===== src/hw/rtl/zoned_block_allocator_gc_unit_defines.svh =====
// Assertion macros for the zoned block allocator.
// Included by the modules that check their own logic; no dependencies.
`ifndef ZONED_BLOCK_ALLOCATOR_GC_UNIT_DEFINES_SVH
`define ZONED_BLOCK_ALLOCATOR_GC_UNIT_DEFINES_SVH

`ifndef SYNTH
`define ZBG_ASSERT(lbl, clk, rstn, prop, msg) \
  lbl: assert property (@(posedge clk) disable iff (!rstn) prop) else $error(msg);
`define ZBG_ASSERT_NEVER(lbl, clk, rstn, prop, msg) \
  lbl: assert property (@(posedge clk) disable iff (!rstn) !(prop)) else $error(msg);
`else
`define ZBG_ASSERT(lbl, clk, rstn, prop, msg)
`define ZBG_ASSERT_NEVER(lbl, clk, rstn, prop, msg)
`endif

`endif


===== src/hw/rtl/zbg_pkg.sv =====
// Types, codes and constants of the zoned block allocator.
// No dependencies.
package zbg_pkg;

  localparam int NumZones   = 64;
  localparam int NumStreams = 4;
  localparam int ZoneW      = $clog2(NumZones);
  localparam int StreamW    = $clog2(NumStreams);
  localparam int TotalW     = 23;
  localparam int BlkW       = 17;
  localparam logic [TotalW-1:0] TotalMax = {TotalW{1'b1}};
  localparam logic [BlkW-1:0]   BlkMax   = 17'd65536;

  localparam logic [BlkW-1:0]   ZoneBlocksRst = 17'd4096;
  localparam logic [TotalW-1:0] ReservedRst   = 23'd4096;
  localparam logic [BlkW-1:0]   LowMarkRst    = 17'd2048;

  typedef enum logic [1:0] {
    CFG_ZONE_BLOCKS = 2'd0,
    CFG_RESERVED    = 2'd1,
    CFG_LOW_MARK    = 2'd2
  } cfg_idx_e;

  typedef enum logic [2:0] {
    REQ_FORMAT     = 3'd0,
    REQ_ALLOC      = 3'd1,
    REQ_INVALIDATE = 3'd2,
    REQ_VICTIM     = 3'd3,
    REQ_RESET_DONE = 3'd4
  } req_type_e;

  typedef enum logic [2:0] {
    ST_OK        = 3'd0,
    ST_RESERVE   = 3'd1,
    ST_NO_EMPTY  = 3'd2,
    ST_NO_VICTIM = 3'd3,
    ST_BAD_STATE = 3'd4,
    ST_UNDERFLOW = 3'd5
  } status_e;

  typedef enum logic [1:0] {
    COND_EMPTY = 2'd0,
    COND_OPEN  = 2'd1,
    COND_FULL  = 2'd2,
    COND_GC    = 2'd3
  } cond_e;

  typedef struct packed {
    cond_e             cond;
    logic [BlkW-1:0]   vc;
    logic [BlkW-1:0]   wp;
  } zent_t;

  typedef struct packed {
    logic [2:0] req_type;
    logic       mode;
    logic [1:0] stream;
    logic [5:0] zone_index;
  } req_t;

  typedef struct packed {
    logic [2:0]        status;
    logic [5:0]        zone_id;
    logic [15:0]       block_offset;
    logic              opened_zone;
    logic              zone_filled;
    logic [16:0]       victim_weight;
    logic [TotalW-1:0] free_blocks;
    logic [TotalW-1:0] valid_blocks;
  } rsp_t;

endpackage


===== src/hw/rtl/zbg_if.sv =====
// Request and response channel interfaces (valid, ready, payload).
// Depends on zbg_pkg.
interface zbg_req_if import zbg_pkg::*; ();
  logic valid;
  logic ready;
  req_t data;
  modport source (output valid, output data, input ready);
  modport sink (input valid, input data, output ready);
endinterface

interface zbg_rsp_if import zbg_pkg::*; ();
  logic valid;
  logic ready;
  rsp_t data;
  modport source (output valid, output data, input ready);
  modport sink (input valid, input data, output ready);
endinterface


===== src/hw/rtl/zoned_block_allocator_gc_unit.sv =====
// Zoned block allocator with greedy collection victim choice.
// Depends on zbg_pkg, zbg_if, zbg_ram and the assertion macro header.
//
//  channel | dir | handshake         | payload
//  req_i   | in  | valid/ready       | req_type, mode, stream, zone_index
//  rsp_o   | out | valid/ready       | status .. valid_blocks
//  cfg     | in  | cfg_we_i          | cfg_idx_i, cfg_data_i
//
// Victim choice: one zone-table read per zone through the registered RAM read, then the
// last compare and the decision.
// Other requests: format, refused or bad requests go from decode straight to the response
// state; an allocation that retires a full zone and opens a new one passes check, open,
// queue wait and open read. One request at a time; ready returns as the response register
// loads, and a stalled response holds the sequencer in its response state.
// Reset needs no clearing pass: per-zone and per-queue-entry valid bits.
`include "zoned_block_allocator_gc_unit_defines.svh"

module zoned_block_allocator_gc_unit import zbg_pkg::*; (
  input  logic           clk_i,
  input  logic           rst_ni,
  input  logic           cfg_we_i,
  input  logic [1:0]     cfg_idx_i,
  input  logic [22:0]    cfg_data_i,
  zbg_req_if.sink        req_i,
  zbg_rsp_if.source      rsp_o
);

  typedef enum logic [3:0] {
    S_IDLE, S_DECODE, S_ALLOC_CHK, S_OPEN, S_QWAIT, S_OPEN_RD,
    S_INVAL, S_SCAN, S_VDECIDE, S_RDONE, S_RESP
  } state_e;

  localparam int ZentW = $bits(zent_t);

  state_e              state_q;
  req_t                req_q;
  logic [BlkW-1:0]     zone_blocks_q, low_mark_q;
  logic [TotalW-1:0]   reserved_q, free_q, valid_q;
  logic [NumZones-1:0] zvalid_q, qvalid_q;
  logic                zrd_vld_q, qrd_vld_q;
  logic [ZoneW-1:0]    qrd_idx_q, head_q, cur_z_q;
  logic [ZoneW:0]      count_q, scan_idx_q;
  logic                oz_vld_q [NumStreams];
  logic [ZoneW-1:0]    oz_zone_q [NumStreams];
  logic                eval_q, found_q;
  logic [ZoneW-1:0]    eval_idx_q, best_q;
  logic [BlkW-1:0]     best_vc_q, best_wp_q;
  rsp_t                res_q, out_q;
  logic                ovalid_q;

  logic                zram_we, zram_re, qram_we, qram_re;
  logic [ZoneW-1:0]    zram_waddr, zram_raddr, qram_waddr, qz;
  zent_t               zram_wdata, ent, alloc_ent;
  logic [ZentW-1:0]    zram_rdata;
  logic [ZoneW-1:0]    qram_rdata;
  logic [BlkW-1:0]     zb, wp1;
  logic                filled, alloc_pass, zone_ok, victim_ok, rdone_ok;
  logic [TotalW-1:0]   free_dec, valid_inc, valid_dec, free_add, fmt_free;
  logic [TotalW:0]     free_sum;
  logic [BlkW+ZoneW:0] fmt_prod;
  logic [ZoneW:0]      tail_sum;
  logic [ZoneW-1:0]    tail;
  logic [ZoneW-1:0]    head_inc;

  assign req_i.ready = (state_q == S_IDLE);
  assign rsp_o.valid = ovalid_q;
  assign rsp_o.data  = out_q;

  always_comb begin
    if (zone_blocks_q == '0) begin
      zb = 17'd1;
    end else if (zone_blocks_q > BlkMax) begin
      zb = BlkMax;
    end else begin
      zb = zone_blocks_q;
    end
  end

  assign ent       = zrd_vld_q ? zent_t'(zram_rdata) : '0;
  assign wp1       = ent.wp + 17'd1;
  assign filled    = (wp1 >= zb);
  assign alloc_ent = '{cond: (filled ? COND_FULL : COND_OPEN), vc: ent.vc + 17'd1, wp: wp1};
  assign qz        = qrd_vld_q ? qram_rdata : qrd_idx_q;

  assign free_dec  = (free_q == '0) ? '0 : free_q - 23'd1;
  assign valid_dec = (valid_q == '0) ? '0 : valid_q - 23'd1;
  assign valid_inc = (valid_q == TotalMax) ? TotalMax : valid_q + 23'd1;
  assign free_sum  = {1'b0, free_q} + {7'd0, zb};
  assign free_add  = (free_sum > {1'b0, TotalMax}) ? TotalMax : free_sum[TotalW-1:0];
  assign fmt_prod  = {{(ZoneW+1){1'b0}}, zb} * (BlkW+ZoneW+1)'(NumZones);
  assign fmt_free  = (fmt_prod > (BlkW+ZoneW+1)'(TotalMax)) ? TotalMax
                                                             : fmt_prod[TotalW-1:0];
  assign tail_sum  = {1'b0, head_q} + count_q;
  assign tail      = (tail_sum >= (ZoneW+1)'(NumZones))
                     ? ZoneW'(tail_sum - (ZoneW+1)'(NumZones)) : tail_sum[ZoneW-1:0];
  assign head_inc  = (32'(head_q) == NumZones - 1) ? '0 : head_q + 1'b1;

  assign alloc_pass = (32'(req_q.stream) < NumStreams)
                      && !(req_q.mode == 1'b0 && free_q < reserved_q);
  assign zone_ok    = (32'(req_q.zone_index) < NumZones);
  assign victim_ok  = found_q && (best_vc_q < zb)
                      && (req_q.mode || best_vc_q <= low_mark_q);
  assign rdone_ok   = (ent.cond == COND_GC) && (ent.vc == '0);

  always_comb begin
    zram_we    = 1'b0;
    zram_waddr = cur_z_q;
    zram_wdata = alloc_ent;
    zram_re    = 1'b0;
    zram_raddr = req_q.zone_index[ZoneW-1:0];
    qram_we    = 1'b0;
    qram_re    = 1'b0;
    case (state_q)
      S_DECODE: begin
        case (req_q.req_type)
          REQ_ALLOC: begin
            zram_re    = alloc_pass && oz_vld_q[req_q.stream[StreamW-1:0]];
            zram_raddr = oz_zone_q[req_q.stream[StreamW-1:0]];
          end
          REQ_INVALIDATE, REQ_RESET_DONE: zram_re = zone_ok;
          default: zram_re = 1'b0;
        endcase
      end
      S_ALLOC_CHK: begin
        zram_we = 1'b1;
        if (ent.wp >= zb) begin
          zram_wdata = '{cond: COND_FULL, vc: ent.vc, wp: ent.wp};
        end
      end
      S_OPEN:    qram_re = (count_q != '0);
      S_QWAIT: begin
        zram_re    = 1'b1;
        zram_raddr = qz;
      end
      S_OPEN_RD: zram_we = 1'b1;
      S_INVAL: begin
        zram_we    = (ent.vc != '0);
        zram_waddr = req_q.zone_index[ZoneW-1:0];
        zram_wdata = '{cond: ent.cond, vc: ent.vc - 17'd1, wp: ent.wp};
      end
      S_SCAN: begin
        zram_re    = (32'(scan_idx_q) < NumZones);
        zram_raddr = scan_idx_q[ZoneW-1:0];
      end
      S_VDECIDE: begin
        zram_we    = victim_ok;
        zram_waddr = best_q;
        zram_wdata = '{cond: COND_GC, vc: best_vc_q, wp: best_wp_q};
      end
      S_RDONE: begin
        zram_we    = rdone_ok;
        zram_waddr = req_q.zone_index[ZoneW-1:0];
        zram_wdata = '{cond: COND_EMPTY, vc: '0, wp: '0};
        qram_we    = rdone_ok && (32'(count_q) < NumZones);
      end
      default: zram_we = 1'b0;
    endcase
  end

  assign qram_waddr = tail;

  zbg_ram #(.Width(ZentW), .Depth(NumZones)) u_zone_ram (
    .clk_i   (clk_i),
    .we_i    (zram_we),
    .waddr_i (zram_waddr),
    .wdata_i (zram_wdata),
    .re_i    (zram_re),
    .raddr_i (zram_raddr),
    .rdata_o (zram_rdata)
  );

  zbg_ram #(.Width(ZoneW), .Depth(NumZones)) u_queue_ram (
    .clk_i   (clk_i),
    .we_i    (qram_we),
    .waddr_i (qram_waddr),
    .wdata_i (req_q.zone_index[ZoneW-1:0]),
    .re_i    (qram_re),
    .raddr_i (head_q),
    .rdata_o (qram_rdata)
  );

  always_ff @(posedge clk_i or negedge rst_ni) begin
    if (!rst_ni) begin
      state_q       <= S_IDLE;
      zone_blocks_q <= ZoneBlocksRst;
      reserved_q    <= ReservedRst;
      low_mark_q    <= LowMarkRst;
      free_q        <= '0;
      valid_q       <= '0;
      zvalid_q      <= '0;
      qvalid_q      <= '0;
      zrd_vld_q     <= 1'b0;
      qrd_vld_q     <= 1'b0;
      head_q        <= '0;
      count_q       <= '0;
      scan_idx_q    <= '0;
      eval_q        <= 1'b0;
      found_q       <= 1'b0;
      ovalid_q      <= 1'b0;
      for (int s = 0; s < NumStreams; s++) begin
        oz_vld_q[s]  <= 1'b0;
        oz_zone_q[s] <= '0;
      end
    end else begin
      if (cfg_we_i) begin
        case (cfg_idx_i)
          CFG_ZONE_BLOCKS: zone_blocks_q <= cfg_data_i[BlkW-1:0];
          CFG_RESERVED:    reserved_q    <= cfg_data_i;
          CFG_LOW_MARK:    low_mark_q    <= cfg_data_i[BlkW-1:0];
          default:         ;
        endcase
      end
      if (rsp_o.valid && rsp_o.ready) begin
        ovalid_q <= 1'b0;
      end
      if (zram_re) begin
        zrd_vld_q <= zvalid_q[zram_raddr];
      end
      if (zram_we) begin
        zvalid_q[zram_waddr] <= 1'b1;
      end
      if (qram_re) begin
        qrd_vld_q <= qvalid_q[head_q];
        qrd_idx_q <= head_q;
      end
      if (qram_we) begin
        qvalid_q[qram_waddr] <= 1'b1;
      end

      case (state_q)
        S_IDLE: begin
          if (req_i.valid) begin
            req_q   <= req_i.data;
            state_q <= S_DECODE;
          end
        end
        S_DECODE: begin
          res_q   <= '0;
          cur_z_q <= oz_zone_q[req_q.stream[StreamW-1:0]];
          state_q <= S_RESP;
          case (req_q.req_type)
            REQ_FORMAT: begin
              zvalid_q <= '0;
              qvalid_q <= '0;
              head_q   <= '0;
              count_q  <= (ZoneW+1)'(NumZones);
              free_q   <= fmt_free;
              valid_q  <= '0;
              for (int s = 0; s < NumStreams; s++) begin
                oz_vld_q[s] <= 1'b0;
              end
            end
            REQ_ALLOC: begin
              if (32'(req_q.stream) >= NumStreams) begin
                res_q.status <= ST_BAD_STATE;
              end else if (!alloc_pass) begin
                res_q.status <= ST_RESERVE;
              end else if (oz_vld_q[req_q.stream[StreamW-1:0]]) begin
                state_q <= S_ALLOC_CHK;
              end else begin
                state_q <= S_OPEN;
              end
            end
            REQ_INVALIDATE: begin
              if (!zone_ok) begin
                res_q.status <= ST_BAD_STATE;
              end else begin
                state_q <= S_INVAL;
              end
            end
            REQ_VICTIM: begin
              scan_idx_q <= '0;
              eval_q     <= 1'b0;
              found_q    <= 1'b0;
              state_q    <= S_SCAN;
            end
            REQ_RESET_DONE: begin
              if (!zone_ok) begin
                res_q.status <= ST_BAD_STATE;
              end else begin
                state_q <= S_RDONE;
              end
            end
            default: res_q.status <= ST_BAD_STATE;
          endcase
        end
        S_ALLOC_CHK, S_OPEN_RD: begin
          if (state_q == S_ALLOC_CHK && ent.wp >= zb) begin
            state_q <= S_OPEN;
          end else begin
            res_q.zone_id      <= 6'(cur_z_q);
            res_q.block_offset <= ent.wp[15:0];
            res_q.zone_filled  <= filled;
            free_q             <= free_dec;
            valid_q            <= valid_inc;
            oz_vld_q[req_q.stream[StreamW-1:0]]  <= !filled;
            oz_zone_q[req_q.stream[StreamW-1:0]] <= cur_z_q;
            state_q            <= S_RESP;
          end
        end
        S_OPEN: begin
          oz_vld_q[req_q.stream[StreamW-1:0]] <= 1'b0;
          if (count_q == '0) begin
            res_q.status <= ST_NO_EMPTY;
            state_q      <= S_RESP;
          end else begin
            head_q  <= head_inc;
            count_q <= count_q - 1'b1;
            state_q <= S_QWAIT;
          end
        end
        S_QWAIT: begin
          cur_z_q           <= qz;
          res_q.opened_zone <= 1'b1;
          state_q           <= S_OPEN_RD;
        end
        S_INVAL: begin
          res_q.zone_id <= req_q.zone_index;
          if (ent.vc == '0) begin
            res_q.status <= ST_UNDERFLOW;
          end else begin
            valid_q <= valid_dec;
          end
          state_q <= S_RESP;
        end
        S_SCAN: begin
          if (zram_re) begin
            scan_idx_q <= scan_idx_q + 1'b1;
            eval_idx_q <= zram_raddr;
          end
          eval_q <= zram_re;
          if (eval_q && ent.cond == COND_FULL && (!found_q || ent.vc < best_vc_q)) begin
            found_q   <= 1'b1;
            best_q    <= eval_idx_q;
            best_vc_q <= ent.vc;
            best_wp_q <= ent.wp;
          end
          if (!zram_re && !eval_q) begin
            state_q <= S_VDECIDE;
          end
        end
        S_VDECIDE: begin
          if (victim_ok) begin
            res_q.zone_id       <= 6'(best_q);
            res_q.victim_weight <= best_vc_q;
          end else begin
            res_q.status <= ST_NO_VICTIM;
          end
          state_q <= S_RESP;
        end
        S_RDONE: begin
          res_q.zone_id <= req_q.zone_index;
          if (!rdone_ok) begin
            res_q.status <= ST_BAD_STATE;
          end else begin
            free_q <= free_add;
            if (32'(count_q) < NumZones) begin
              count_q <= count_q + 1'b1;
            end
          end
          state_q <= S_RESP;
        end
        S_RESP: begin
          if (!ovalid_q || rsp_o.ready) begin
            out_q              <= res_q;
            out_q.free_blocks  <= free_q;
            out_q.valid_blocks <= valid_q;
            ovalid_q           <= 1'b1;
            state_q            <= S_IDLE;
          end
        end
        default: state_q <= S_IDLE;
      endcase
    end
  end

  `ZBG_ASSERT(a_busy_after_accept, clk_i, rst_ni, (req_i.valid && req_i.ready) |=> !req_i.ready, "ready after accept")
  `ZBG_ASSERT(a_count_bound, clk_i, rst_ni, 32'(count_q) <= NumZones, "queue count overflow")
  `ZBG_ASSERT_NEVER(a_scan_no_write, clk_i, rst_ni, (state_q == S_SCAN) && zram_we, "write during scan")

endmodule


===== src/hw/rtl/zbg_ram.sv =====
// Generic single-write, single-read RAM with registered read data.
// No dependencies.
module zbg_ram #(
  parameter int Width = 8,
  parameter int Depth = 64
) (
  input  logic                     clk_i,
  input  logic                     we_i,
  input  logic [$clog2(Depth)-1:0] waddr_i,
  input  logic [Width-1:0]         wdata_i,
  input  logic                     re_i,
  input  logic [$clog2(Depth)-1:0] raddr_i,
  output logic [Width-1:0]         rdata_o
);

  logic [Width-1:0] mem_q [Depth];

  always_ff @(posedge clk_i) begin
    if (we_i) begin
      mem_q[waddr_i] <= wdata_i;
    end
    if (re_i) begin
      rdata_o <= mem_q[raddr_i];
    end
  end

endmodule

===== src/flat_wrapper.sv =====
// flat-port wrapper written by rule: the top's interface ports become plain ports
module zoned_block_allocator_gc_unit_flat import zbg_pkg::*;
  (clk_i, rst_ni, cfg_we_i, cfg_idx_i, cfg_data_i, req_i_valid, req_i_data, req_i_ready, rsp_o_valid, rsp_o_data, rsp_o_ready);
  zbg_req_if req_i_i ();
  zbg_rsp_if rsp_o_i ();
  input  logic clk_i;
  input  logic rst_ni;
  input  logic cfg_we_i;
  input  logic [1:0] cfg_idx_i;
  input  logic [22:0] cfg_data_i;
  input wire logic [$bits(req_i_i.valid)-1:0] req_i_valid;
  input wire logic [$bits(req_i_i.data)-1:0] req_i_data;
  output wire logic [$bits(req_i_i.ready)-1:0] req_i_ready;
  output wire logic [$bits(rsp_o_i.valid)-1:0] rsp_o_valid;
  output wire logic [$bits(rsp_o_i.data)-1:0] rsp_o_data;
  input wire logic [$bits(rsp_o_i.ready)-1:0] rsp_o_ready;
  assign req_i_i.valid = req_i_valid;
  assign req_i_i.data = req_i_data;
  assign req_i_ready = req_i_i.ready;
  assign rsp_o_valid = rsp_o_i.valid;
  assign rsp_o_data = rsp_o_i.data;
  assign rsp_o_i.ready = rsp_o_ready;
  zoned_block_allocator_gc_unit u_core (.clk_i(clk_i), .rst_ni(rst_ni), .cfg_we_i(cfg_we_i), .cfg_idx_i(cfg_idx_i), .cfg_data_i(cfg_data_i), .req_i(req_i_i), .rsp_o(rsp_o_i));
endmodule

===== config.mk =====
export PLATFORM = sky130hd
export DESIGN_NAME = zoned_block_allocator_gc_unit_flat
export DESIGN_NICKNAME = d
export VERILOG_FILES = /design/src/hw/rtl/zbg_pkg.sv /design/src/hw/rtl/zbg_if.sv /design/src/hw/rtl/zoned_block_allocator_gc_unit.sv /design/src/hw/rtl/zbg_ram.sv /design/src/flat_wrapper.sv
export VERILOG_INCLUDE_DIRS = /design/src /design/src/hw/rtl
export SDC_FILE = /design/constraint.sdc
export NUM_CORES = 2
export LEC_CHECK = 0
export BUFFER_PORTS_ARGS = -buffer_cell sky130_fd_sc_hd__buf_2
export CORE_MARGIN = 3
export CORE_UTILIZATION = 40
export CTS_CLUSTER_DIAMETER = 50
export DETAILED_ROUTE_END_ITERATION = 16
export GPL_ROUTABILITY_DRIVEN = 0
export SLEW_MARGIN = 40
export SYNTH_ARGS = -nofsm -noshare
export SYNTH_HDL_FRONTEND = slang
export SYNTH_SLANG_ARGS = --single-unit

===== constraint.sdc =====
create_clock -name clk_i -period 11.1 [get_ports clk_i]
set_clock_uncertainty 0.05 [all_clocks]
set_input_delay 1.665 -clock clk_i [delete_from_list [all_inputs] [get_ports clk_i]]
set_output_delay 1.665 -clock clk_i [all_outputs]
set_load 0.02 [all_outputs]

### After elaboration in Yosys (flattened, before gate mapping)

Memories as Yosys holds them, arrays and structs flattened. A register that Yosys moved wholly into a read port is not among the register bits.
Index checks and enable logic that the tools add are counted.

| storage, ports and cells | value |
|---|---|
| bits in registers | 492 |
| RAM bits | 2,688 |
| bits of input ports | 42 |
| output and inout port bits | 92 |
| word-level logic and storage cells | 306 |
| memories kept | 2 |

| operators by class | value |
|---|---|
| $add $sub $neg | 13 |
| order comparisons | 20 |
| eq/ne operators | 37 |
| mux-type cells | 107 |
| bitwise operators | 7 |
| reduce and logical (&&, ||, !) cells | 72 |

Memory list:

| name | depth | width | rd ports | clocked after Yosys merged registers in | wr ports | RTL line | text |
|---|---|---|---|---|---|---|---|
| u_core.u_zone_ram.mem_q | 64 | 36 | 1 | 1 | 1 | zbg_ram.sv:16 | `logic [Width-1:0] mem_q [Depth];` |
| u_core.u_queue_ram.mem_q | 64 | 6 | 1 | 1 | 1 | zbg_ram.sv:16 |  |

Operator list:

| operator | number |
|---|---|
| two-way mux 64 bit | 6 |
| two-way mux 23 bit | 11 |
| case mux 36 bit (4 select lines) | 1 |
| case mux 23 bit (3 select lines) | 2 |
| bitwise OR 64 bit | 2 |
| two-way mux 36 bit | 2 |
| two-way mux 6 bit | 10 |
| two-way mux 17 bit | 3 |
| logical NOT 23 bit | 2 |
| subtractor 23 x 1 -> 23 bit, second input constant | 2 |
| two-way mux 7 bit | 6 |
| case mux 6 bit (2 select lines) | 3 |
| adder 17 x 1 -> 17 bit, second input constant | 2 |
| greater-or-equal comparator 17 bit | 2 |
| logical NOT 17 bit | 2 |
| < comparator 17 bit | 2 |
| case mux 17 bit (2 select lines) | 1 |
| AND reduction 3 bit | 11 |
| two-way mux 4 bit | 8 |
| case mux 16 bit (2 select lines) | 1 |
| case mux 4 bit (8 select lines) | 1 |
| < comparator 6 x 7 -> 1 bit, second input constant | 4 |
| adder 23 x 17 -> 24 bit | 1 |
| bitwise mux 24 bit | 1 |
| other kinds (76) | 170 |

### Longest topological paths before layout

| depth | value |
|---|---|
| depth in word-level cells | 11 |
| gate-level depth with buffers | 23 |
| mapped depth without buffers | 19 |

### Cells and area by module

From an unflattened synthesis, not the netlist that was laid out.

| second synthesis, totals | value |
|---|---|
| cell total of the unflattened synthesis | 7,144 |
| area total of the unflattened synthesis | 130,750.4 um^2 |

By module, submodules not included:

| module | times used | cells an instance | area each (um^2) | seq. area each (um^2) |
|---|---|---|---|---|
| zbg_ram at u_core.u_zone_ram | 1 | 3,780 | 88,333.5 | 70,267.4 |
| zoned_block_allocator_gc_unit | 1 | 2,635 | 27,151.0 | 13,336.5 |
| zbg_ram at u_core.u_queue_ram | 1 | 729 | 15,265.9 | 11,711.2 |

### Worst setup path after synthesis

OpenSTA, ideal clock, no wires.

| path | value |
|---|---|
| kind | reg-to-reg |
| start point | register u_core.zrd_vld_q |
| end point | memory u_core.u_zone_ram.mem_q[0][24] (netlist name), data pin |
| library setup time | 1,009 ps |
| arrival time | 7,380 ps |
| required time | 10,041 ps |
| path slack | 2,662 ps |
| stages on the path, launching flop included | 16 |
| buffers on the path | 5 |
| period minus slack after synthesis | 8,438 ps |
| path through | dfrtp_1 > clkbuf_1 > clkbuf_1 > buf_1 > clkbuf_1 > buf_1 > nand2_1 > inv_1 > ha_1 > nand4_1 > nor4_1 > nor3_1 > o22ai_1 > a21oi_1 > nand2_1 > o311ai_0 |

RTL lines:

| element | RTL line | text |
|---|---|---|
| start, declared | zoned_block_allocator_gc_unit.sv:40 | `logic zrd_vld_q, qrd_vld_q;` |
| start signal, assigned | zoned_block_allocator_gc_unit.sv:217 | `zrd_vld_q <= zvalid_q[zram_raddr];` |
| end, declared | zbg_ram.sv:16 |  |

### Worst setup path in the final report

| path | value |
|---|---|
| start point | register u_core.state_q[2] |
| end point | register u_core.u_zone_ram.rdata_o[18], read port of u_core.u_zone_ram.mem_q, data pin |

| between the ends | value |
|---|---|
| cells in the longest elaborated chain, start to end | 2 |
| elaborated cells between the ends (all ways) | 5 |
| those cells by class | eq/ne (3); mux (2) |

Ends and longest elaborated chain:

| element | RTL line | text |
|---|---|---|
| start, declared | zoned_block_allocator_gc_unit.sv:35 | `state_e state_q;` |
| start signal, assigned | zoned_block_allocator_gc_unit.sv:184 | `state_q <= S_IDLE;` |
| start signal, assigned | zoned_block_allocator_gc_unit.sv:234 | `state_q <= S_DECODE;` |
| start signal, assigned | zoned_block_allocator_gc_unit.sv:240 | `state_q <= S_RESP;` |
| equality test 4 x 3 -> 1 bit or equality test 4 x 1 -> 1 bit (tied branches) | zoned_block_allocator_gc_unit.sv:113 | `case (state_q)` |
| case mux 6 bit (3 select lines) or case mux 1 bit (3 select lines) (tied branches) | zoned_block_allocator_gc_unit.sv:113 |  |
| end, declared | zbg_ram.sv:13 | `output logic [Width-1:0] rdata_o` |

Parallel ways exist; a longest one is shown, timed or not.
A chain may end at the register's enable or synchronous reset.

==> run metrics <==
register share of total power=0.432; Synth warnings=0; RSZ-0062 raised after global routing=no; synthesized instance count=~9.5k; WL final=between 400000 and 500000 um; Avg WL per Cell=approximately 29 um; Worst slew margin=0.333; sequential area share after synthesis=0.722; crit end category=register; GRT Residual Overflow=0; GR Util All Layers=0.239; largest net degree at the start of global routing=154; min cycle time layout=between 7 and 8 ns; Int Power=24800 uW; Tcrit/Tclk final=0.639; drt via density=roughly 6.0; Post-CTS Setup Inserts=0; initial antenna violation count=17; # nets final=9897; DR DRC count=0; Final Hold Viols=0; FMAX=141 MHz; vias in the first global route=between 80k and 90k; synthesis-to-layout area growth=14.6%; Post-CTS Resized=0; CP startpoint kind=register; Chip Height=581 um; reported max-cap violation count=0; Clock Power Share=0.315; DIE AREA=between 0.3 and 0.4 mm^2; CTS Root Cell=clkbuf_16; Netlist cell types=82; share of cells above drive strength 1=0.128; Sw Share=0.336; Post-synth EDFFs=about 2.9k; post-route insts no fill=about 14k; Async SR Flop Fraction=0.0894; Switch Pwr=about 13000 uW; data required time of the critical path=11.72 ns; leading cell types in the layout, fill and taps excluded=edfxtp_1 (2934), nand2_1 (2051), nand3_1 (458), nor2_1 (366), clkbuf_16 (360); Core Util, Final=0.462; status=finished clean; initial core utilization=0.403; hold_buf cts=0; clk sinks=roughly 3.2k; Core Region=0.328 mm^2; first-pass iteration count of the detailed router=8; CP Class=register to register; CTS Buffer Depth=4; R2R setup slack=approximately 4 ns; Max IR drop VDD=a little under 0.2 mV; Min-Delay Path Class=register to register; vias=between 80k and 90k; post-DP HPWL=233000 um; H-tree lvl count=5; critical path arrival=approximately 7.7 ns; critical path fanouts, max=57; Cell Pwr Density=around 250 mW/mm^2; most used flip-flop cell after synthesis=edfxtp_1; cell area after synthesis=0.132 mm^2; Fin Setup TNS=0 ns; CTS tree=built; clk slew on worst S/H paths=0.06 ns; Pwr Total=roughly 37000 uW; Final ANT Viol Nets=0; Slew Limit Fails=0; # rows=between 200 and 250; commonest non-fill, non-tap cell in the layout=edfxtp_1; final setup fails=0; Avg Synthesized Cell Area=about 14 um^2; syn_nets=approximately 9.7k; Die Wd=around 580 um; worst skew pair latency=0.95 ns; Inst Count DP=between 10k and 15k; combinational fraction of design power=0.253; Port-buffer cells=133; Lkg Pwr=approximately 0.053 uW; Fillers=28.3k; global-route wire length before repair=roughly 600000 um; Slew @ Worst Pin=roughly 1 ns; total I/O pin count=about 130; CTS buffer count=around 360; Seq cells post-synth=approximately 3.2k; Initial DRC Count=around 12k
## Yosys cell counts, types with 38 or more instances
library cell	n	share of area
edfxtp_1	2934	0.67
buf_1	96	0.0027
inv_1	137	0.0039
nand2_1	2056	0.058
o21ai_0	286	0.011
nand4_1	60	0.0028
mux4_2	111	0.019
clkbuf_1	324	0.0092
a21o_1	101	0.0057
nor2_1	419	0.012
a21oi_1	152	0.0058
and3_1	172	0.0081
nor3_1	43	0.0016
o22ai_1	38	0.0018
nand3_1	460	0.017
a311oi_1	65	0.0043
buf_2	141	0.0053
xnor2_1	47	0.0031
mux2_2	81	0.0069
a32oi_1	252	0.017
dfrtp_1	285	0.054
mux2i_1	343	0.026
o221ai_1	47	0.0031
ha_1	144	0.014
a31oi_1	323	0.015
## metrics by stage
step	setup WS, ns	hold slack, ns	instance area, um^2
final	4.00	0.359	151000
after global routing	3.71	0.375	151000
after CTS	4.13	0.355	151000
after detailed placement	4.11	0.355	139000
after global placement	4.19	0.351	138000
after floorplan	2.66	0.350	132000
## cell type report
| class | instances | area, um^2 | share of cell area |
|---|---|---|---|
| diodes | 21 | 52.6 | 0.000347 |
| inverters | 142 | 559 | 0.00369 |
| well taps | 4346 | 5440 | 0.0359 |
| clock inverters | 217 | 2400 | 0.0158 |
| multi-input cells | 5600 | 34800 | 0.230 |
| repair buffers | 386 | 3510 | 0.0232 |
| flip-flops and latches | 3222 | 95300 | 0.630 |
| clock buffers | 439 | 9350 | 0.0617 |
## power groups by stage
stage / registers [uW] / clock network, uW / logic, uW
after floorplan: 16400 / 0 / 5300
after global placement: 16400 / 0 / 8950
after detailed placement: 16400 / 0 / 9230
after CTS: 16100 / 11900 / 9260
after global routing: 16200 / 12400 / 10100
final: 16200 / 11800 / 9480
## kinds of logic (layout without fill, tap and decap cells)
group                    Yosys count  after routing  synth area share
AO/OA/AOI/OAI                   1468           1468            0.0766
XOR/XNOR                          74             74           0.00491
adder cells (fa/ha/maj)          147            147            0.0141
buffers and inverters            715           1184            0.0220
flip-flops                      3222           3222             0.722
multiplexers                     535            535            0.0518
other                              0             21                 0
AND/OR/NAND/NOR                 3376           3376             0.109
## worst max-delay path, stage by stage (launching register included)
cell      delay (ns)
dfrtp_1         0.77
or4b_1          0.82
inv_2           0.21
a211oi_2        0.12
a221oi_4        0.55
buf_4           0.66
buf_4           0.69
buf_4           0.68
buf_4           0.71
mux2i_1         0.27
a32oi_1         0.06
and3_1          0.21
a311oi_1        0.60
a31oi_1         0.08
and3_1          0.23
## sequential cells by signal, summed over array words and instances (netlist names), 23 cells and up
name	flops
u_core.u_zone_ram.mem_q	2304
u_core.u_queue_ram.mem_q	384
u_core.rsp_o.data	90
u_core.qvalid_q	64
u_core.zvalid_q	64
u_core.res_q	44
u_core.u_zone_ram.rdata_o	36
u_core.oz_zone_q	24
u_core.free_q	23
u_core.reserved_q	23
u_core.valid_q	23
## worst paths after layout
path / from / cells after the start / to
setup / recovery: u_core.state_q[2] / 14 / u_core.u_zone_ram.rdata_o[18]
hold / removal: u_core.res_q[82] / 0 / u_core.rsp_o.data[82]
setup reg to reg: u_core.state_q[2] / 14 / u_core.u_zone_ram.rdata_o[18]
hold reg to reg: u_core.res_q[82] / 0 / u_core.rsp_o.data[82]
max in group asynchronous: rst_ni / 3 / u_core.head_q[1]
min in group asynchronous: rst_ni / 1 / u_core.state_q[0]
## layer usage
layer  global-route usage  vias to the layer above  share of wire
li1                     -                    36434              -
met1                0.330                    43653           0.39
met2                0.373                     4897           0.46
met3               0.0463                      782           0.11
met4               0.0925                        4          0.041
met5                    0                        -       0.000087
(Power assumes the default switching activity.)
